--- config.mk ---
export PLATFORM = sky130hd
export DESIGN_NAME = stbs_ctrl
export DESIGN_NICKNAME = d
export VERILOG_FILES = /design/src/stbs_pkg.sv /design/src/stbs_ctrl.sv
export SDC_FILE = /design/constraint.sdc
export NUM_CORES = 1
export LEC_CHECK = 0
export ABC_AREA = 1
export ABC_CLOCK_PERIOD_IN_PS = 1100
export BUFFER_PORTS_ARGS = -buffer_cell sky130_fd_sc_hd__clkbuf_2
export CORE_AREA = 4 4 41 43
export CTS_BUF_LIST = sky130_fd_sc_hd__clkbuf_8
export DETAILED_ROUTE_END_ITERATION = 10
export DIE_AREA = 0 0 45 47
export GPL_TIMING_DRIVEN = 0
export HOLD_SLACK_MARGIN = 0.05
export SLEW_MARGIN = 10
export SYNTH_ARGS = -nofsm -noshare
export SYNTH_HDL_FRONTEND = slang
export SYNTH_SLANG_ARGS = --single-unit
--- constraint.sdc ---
create_clock -name i_clk -period 1.1 [get_ports i_clk]
set_input_delay 0.22 -clock i_clk [delete_from_list [all_inputs] [get_ports i_clk]]
set_output_delay 0.22 -clock i_clk [all_outputs]
set_load 0.01 [all_outputs]
--- src/stbs_pkg.sv ---
`timescale 1ns / 1ps
// ----------------------------------------------------------------------------
// stbs_pkg
// shared types, constants and helpers for the sorted table binary search
// ----------------------------------------------------------------------------
package stbs_pkg;

    localparam int TABLE_DEPTH = 1024;
    localparam int IDX_W       = $clog2(TABLE_DEPTH);
    localparam int POS_W       = IDX_W + 2;
    localparam int CNT_W       = 11;
    localparam int DATA_W      = 32;
    localparam int S_TDATA_W   = ((IDX_W + DATA_W + 7) / 8) * 8;
    localparam int M_TDATA_W   = 8;

    localparam logic OP_WRITE  = 1'b0;
    localparam logic OP_SEARCH = 1'b1;

    typedef enum logic [2:0] {
        ST_IDLE,
        ST_LAST,
        ST_ENDS,
        ST_CMP,
        ST_PUSH
    } t_state;

    typedef struct packed {
        logic wr_en;
        logic load;
        logic rd_last;
        logic rd_mid0;
        logic step;
        logic found_we;
        logic found_val;
        logic push;
    } t_cmd;

    typedef struct packed {
        logic n_zero;
        logic below;
        logic gt;
        logic eq;
        logic empty;
        logic out_free;
    } t_sts;

    function automatic logic [IDX_W-1:0] mid_of(
        input logic signed [POS_W-1:0] lo,
        input logic signed [POS_W-1:0] hi
    );
        logic signed [POS_W:0] s;
        s = {lo[POS_W-1], lo} + {hi[POS_W-1], hi};
        return s[IDX_W:1];
    endfunction

endpackage

--- src/stbs_ctrl.sv ---
`timescale 1ns / 1ps
// ----------------------------------------------------------------------------
// stbs_ctrl
// sequencer for table writes, end checks and the bisection probe loop
// ----------------------------------------------------------------------------
module stbs_ctrl (
    input  logic            i_clk,
    input  logic            i_rst_n,
    input  logic            i_in_valid,
    input  logic            i_in_op,
    output logic            o_in_ready,
    input  stbs_pkg::t_sts  i_sts,
    output stbs_pkg::t_cmd  o_cmd
);

    stbs_pkg::t_state r_state;
    stbs_pkg::t_state n_state;

    always_ff @(posedge i_clk) begin
        if (!i_rst_n) begin
            r_state <= stbs_pkg::ST_IDLE;
        end else begin
            r_state <= n_state;
        end
    end

    always_comb begin
        n_state    = r_state;
        o_cmd      = '0;
        o_in_ready = 1'b0;
        case (r_state)
            stbs_pkg::ST_IDLE: begin
                o_in_ready = 1'b1;
                if (i_in_valid) begin
                    if (i_in_op == stbs_pkg::OP_SEARCH) begin
                        o_cmd.load = 1'b1;
                        n_state    = stbs_pkg::ST_LAST;
                    end else begin
                        o_cmd.wr_en = 1'b1;
                    end
                end
            end
            stbs_pkg::ST_LAST: begin
                if (i_sts.n_zero) begin
                    o_cmd.found_we = 1'b1;
                    n_state        = stbs_pkg::ST_PUSH;
                end else begin
                    o_cmd.rd_last = 1'b1;
                    n_state       = stbs_pkg::ST_ENDS;
                end
            end
            stbs_pkg::ST_ENDS: begin
                if (i_sts.below || i_sts.gt) begin
                    o_cmd.found_we = 1'b1;
                    n_state        = stbs_pkg::ST_PUSH;
                end else begin
                    o_cmd.rd_mid0 = 1'b1;
                    n_state       = stbs_pkg::ST_CMP;
                end
            end
            stbs_pkg::ST_CMP: begin
                o_cmd.step = 1'b1;
                if (i_sts.eq || i_sts.empty) begin
                    o_cmd.found_we  = 1'b1;
                    o_cmd.found_val = i_sts.eq;
                    n_state         = stbs_pkg::ST_PUSH;
                end
            end
            stbs_pkg::ST_PUSH: begin
                if (i_sts.out_free) begin
                    o_cmd.push = 1'b1;
                    n_state    = stbs_pkg::ST_IDLE;
                end
            end
            default: begin
                n_state = stbs_pkg::ST_IDLE;
            end
        endcase
    end

endmodule

==> PnR_summary.wiki <==
{| class="wikitable"
! Metric !! Value
|-
| Status || finished, violations left
|-
| Violations in the final reports || negative setup slack
|-
| Yosys warnings || 0
|-
| Count of unique library cells instantiated by Yosys || 15
|-
| Total power per unit cell area || 1708 mW/mm²
|-
| # port buffers || 18
|-
| Data arrival time of the critical path || roughly 1100 ps
|-
| Worst setup timing slack at the placement stage || -125.5 ps
|-
| Detailed-route wire length || 806 µm
|-
| Total routing usage reported by global routing || 9.550%
|-
| Leakage component of the power || approximately 0.3 nW
|-
| Endpoint type of the worst setup path || output pin
|-
| Total number of vias || between 300 and 400
|-
| HPWL Detailed || 622 µm
|-
| Maximum fanout along the worst path || 5
|-
| Share of cells above drive strength 1 || 58.90%
|-
| Remaining number of nets flagged by the antenna check after routing || 0
|-
| Number of cells on the worst reg-to-reg path || 8
|-
| Kind of path behind the tightest hold check || in -> reg
|-
| Share of the synthesized area in the top cell type || ~22%
|-
| Pin count of the biggest net entering global routing || 7
|-
| Detailed-route DRC error count || 0
|-
| Worst setup startpoint || r_state[1]
|-
| Flip-flop and latch count after synthesis || 3
|-
| Max H-tree Level || 1
|-
| CTS clock-pin slew for the worst setup and hold paths || roughly 30 ps
|-
| Number of max-slew violations in the final report || 0
|-
| Most frequent cells after synthesis || sky130_fd_sc_hd__inv_1 (9), sky130_fd_sc_hd__nand2_1 (9), sky130_fd_sc_hd__nor2_1 (7)
|-
| Die width || 45 µm
|-
| Total clock buffers created by CTS || 3
|-
| Via count of the first global-routing pass || 374
|-
| Nets || between 80 and 90
|-
| Count of final hold-check violations || 0
|-
| Shortest clock period the worst path allows after layout || 1275 ps
|-
| Clock tree buffer depth || 2
|-
| Total inserted antenna cells || 0
|-
| Required @ worst endpoint || 880 ps
|-
| Worst Setup Path Type || reg -> out
|-
| Site row count || 13
|-
| Peak clock frequency supported by timing || 0.7845 GHz
|-
| Clock Tree Root || sky130_fd_sc_hd__clkbuf_8
|-
| Routed via count divided by cell count || roughly 4.4
|-
| Number of enable-type register cells in the synthesized netlist || 0
|-
| Placeable core area || 0.001301 mm²
|-
| Max-slew headroom || 87.53%
|-
| Pre-Repair DR Iteration Count || 2
|-
| Flip-flop cell with the highest count after synthesis || sky130_fd_sc_hd__dfxtp_1
|-
| Synthesis-to-finish area growth || 91.63%
|-
| Starting utilization of the core area || between 20% and 30%
|-
| Placer congestion estimate || ~0.75
|-
| Startpoint of the worst-slack reg-to-reg timing path || r_state[0]
|-
| Post-detailed-route wirelength per cell || roughly 9.2 µm
|-
| Gr ovfl total || 0
|-
| Portion of the post-synthesis area used by sequential elements || about 22%
|-
| Cell area after synthesis || between 200 and 300 µm²
|-
| Final clock period utilization by the worst path || 115.9%
|-
| Number of flip-flops in the largest register || 3
|-
| Setup_tns || -1276 ps
|-
| Yosys top cell by area || sky130_fd_sc_hd__dfxtp_1
|-
| Capturing instance or port of the critical path || o_cmd[7]
|-
| CTS Sinks || 3
|-
| Post-synth net total || 55
|-
| Cell count after synthesis || 45
|-
| Fin worst setup slack || -174.7 ps
|-
| Max-cap violations || 0
|-
| Wire length of the first global-routing pass || approximately 1400 µm
|-
| Worst Clk Skew || between 1 and 1.5 ps
|-
| VDD IR max || around 0.8 mV
|-
| Worst-case register-to-register setup slack || 30 ps
|-
| Height of the chip || around 47 µm
|-
| Area enclosed by the die boundary || 0.002115 mm²
|-
| Number of antenna violations at the first check in global routing || 0
|-
| CTS tree || yes
|-
| Number of hold buffers added after CTS || 0
|-
| Unrepaired setup endpoints after global routing || yes
|-
| Critical register-to-register path endpoint || r_state[0]
|-
| Average cell area after synthesis || approximately 6.0 µm²
|-
| Fraction of registers with async set/reset || 0%
|-
| Filler cell count || 148
|-
| Worst-margin pin slew || ~190 ps
|-
| Top cells by area, synth || sky130_fd_sc_hd__dfxtp_1 (22%), sky130_fd_sc_hd__inv_1 (13%), sky130_fd_sc_hd__nand2_1 (13%)
|-
| Register with the most flip-flops || r_state
|-
| Nature of the critical path startpoint || flip-flop
|-
| Clk_lat worst skew || 210 ps
|-
| Number of placed I/O pins || 19
|-
| Final count of negative-setup-slack endpoints || 9
|-
| Number of violations reported at the end of detailed-routing iteration 0 || 3
|-
| Biggest regs || r_state: 3 flops
|}
[placed cells by master (no fill, tap or decap), drive strengths merged]
cell	count
nor3b	1
nand3	6
dfxtp	3
buf	12
nor2	9
o21a	1
nand4	2
o211ai	1
nand2	11
inv	11
clkbuf	15
nor4	1
[how the worst min path moves through the flow]
stage,endpoint,depth (start not counted),from,slack (ps)
after floorplan,r_state[1],2,i_rst_n,320
after global placement,r_state[1],3,i_rst_n,450
after detailed placement,r_state[1],3,i_rst_n,450
after CTS,r_state[1],3,i_rst_n,230
after global routing,r_state[2],2,i_rst_n,240
final,r_state[1],3,i_rst_n,230
[per-stage QoR]
| step | cell area, µm² | hold WS [ps] | cells | power [mW] | util (%) |
|---|---|---|---|---|---|
| floorplan | 277.8 | 317.6 | 45 | 0.3455 | - |
| global placement | 386.6 | 450.0 | 78 | 0.4338 | 29.71 |
| detailed placement | 386.6 | 449.4 | 78 | 0.4360 | 29.71 |
| CTS | 500.5 | 228.6 | 88 | 0.8526 | 38.46 |
| global route | 515.5 | 240.7 | 88 | 0.9552 | 39.62 |
| finish | 515.5 | 227.5 | 88 | 0.8806 | 39.62 |
[kinds of logic after synthesis]
logic type             after synthesis  share of synthesized area, %
AND/OR/NAND/NOR                     30                         58.14
buffers and inverters               10                         13.95
AO/OA/AOI/OAI                        2                         5.583
flip-flops                           3                         22.33
[cell type report]
type	count	area [µm²]	share of cell area, %
sequential	3	71.32	13.83
tap	15	18.77	3.641
timing repair buffer	24	147.6	28.64
clock buffer	3	41.29	8.010
multi-input combinational	32	192.7	37.38
clock inverter	1	3.754	0.7282
inverter	10	40.04	7.767
[worst max-delay path: stages (launching register included)]
cell and delay [ps]:
sky130_fd_sc_hd__dfxtp_4 360, sky130_fd_sc_hd__nor2_4 120, sky130_fd_sc_hd__nand2_2 70, sky130_fd_sc_hd__inv_2 60, sky130_fd_sc_hd__nand2_2 40, sky130_fd_sc_hd__nor2_2 60
sky130_fd_sc_hd__buf_2 130
[repair_timing]
action	CTS	global route
resized for setup	11	9
endpoints found under the setup margin	9	11
setup buffers	6	0
pin swaps	4	1
[power breakdown]
part           internal (mW)  total [mW]  switching [mW]
sequential             0.138       0.186          0.0481
clock                  0.237       0.304          0.0672
combinational          0.204       0.390           0.186
[per-layer routing]
| layer | GRT usage (%) | vias to the layer above | share of wire, % |
|---|---|---|---|
| met4 | 8.772 | 0 | 0 |
| met1 | 9.297 | 177 | 39 |
| met3 | 3.065 | 0 | 4.7 |
| li1 | - | 199 | - |
| met5 | 0 | - | 0 |
| met2 | 16.10 | 7 | 56 |
Note: power is estimated with default switching activity, not from simulation.
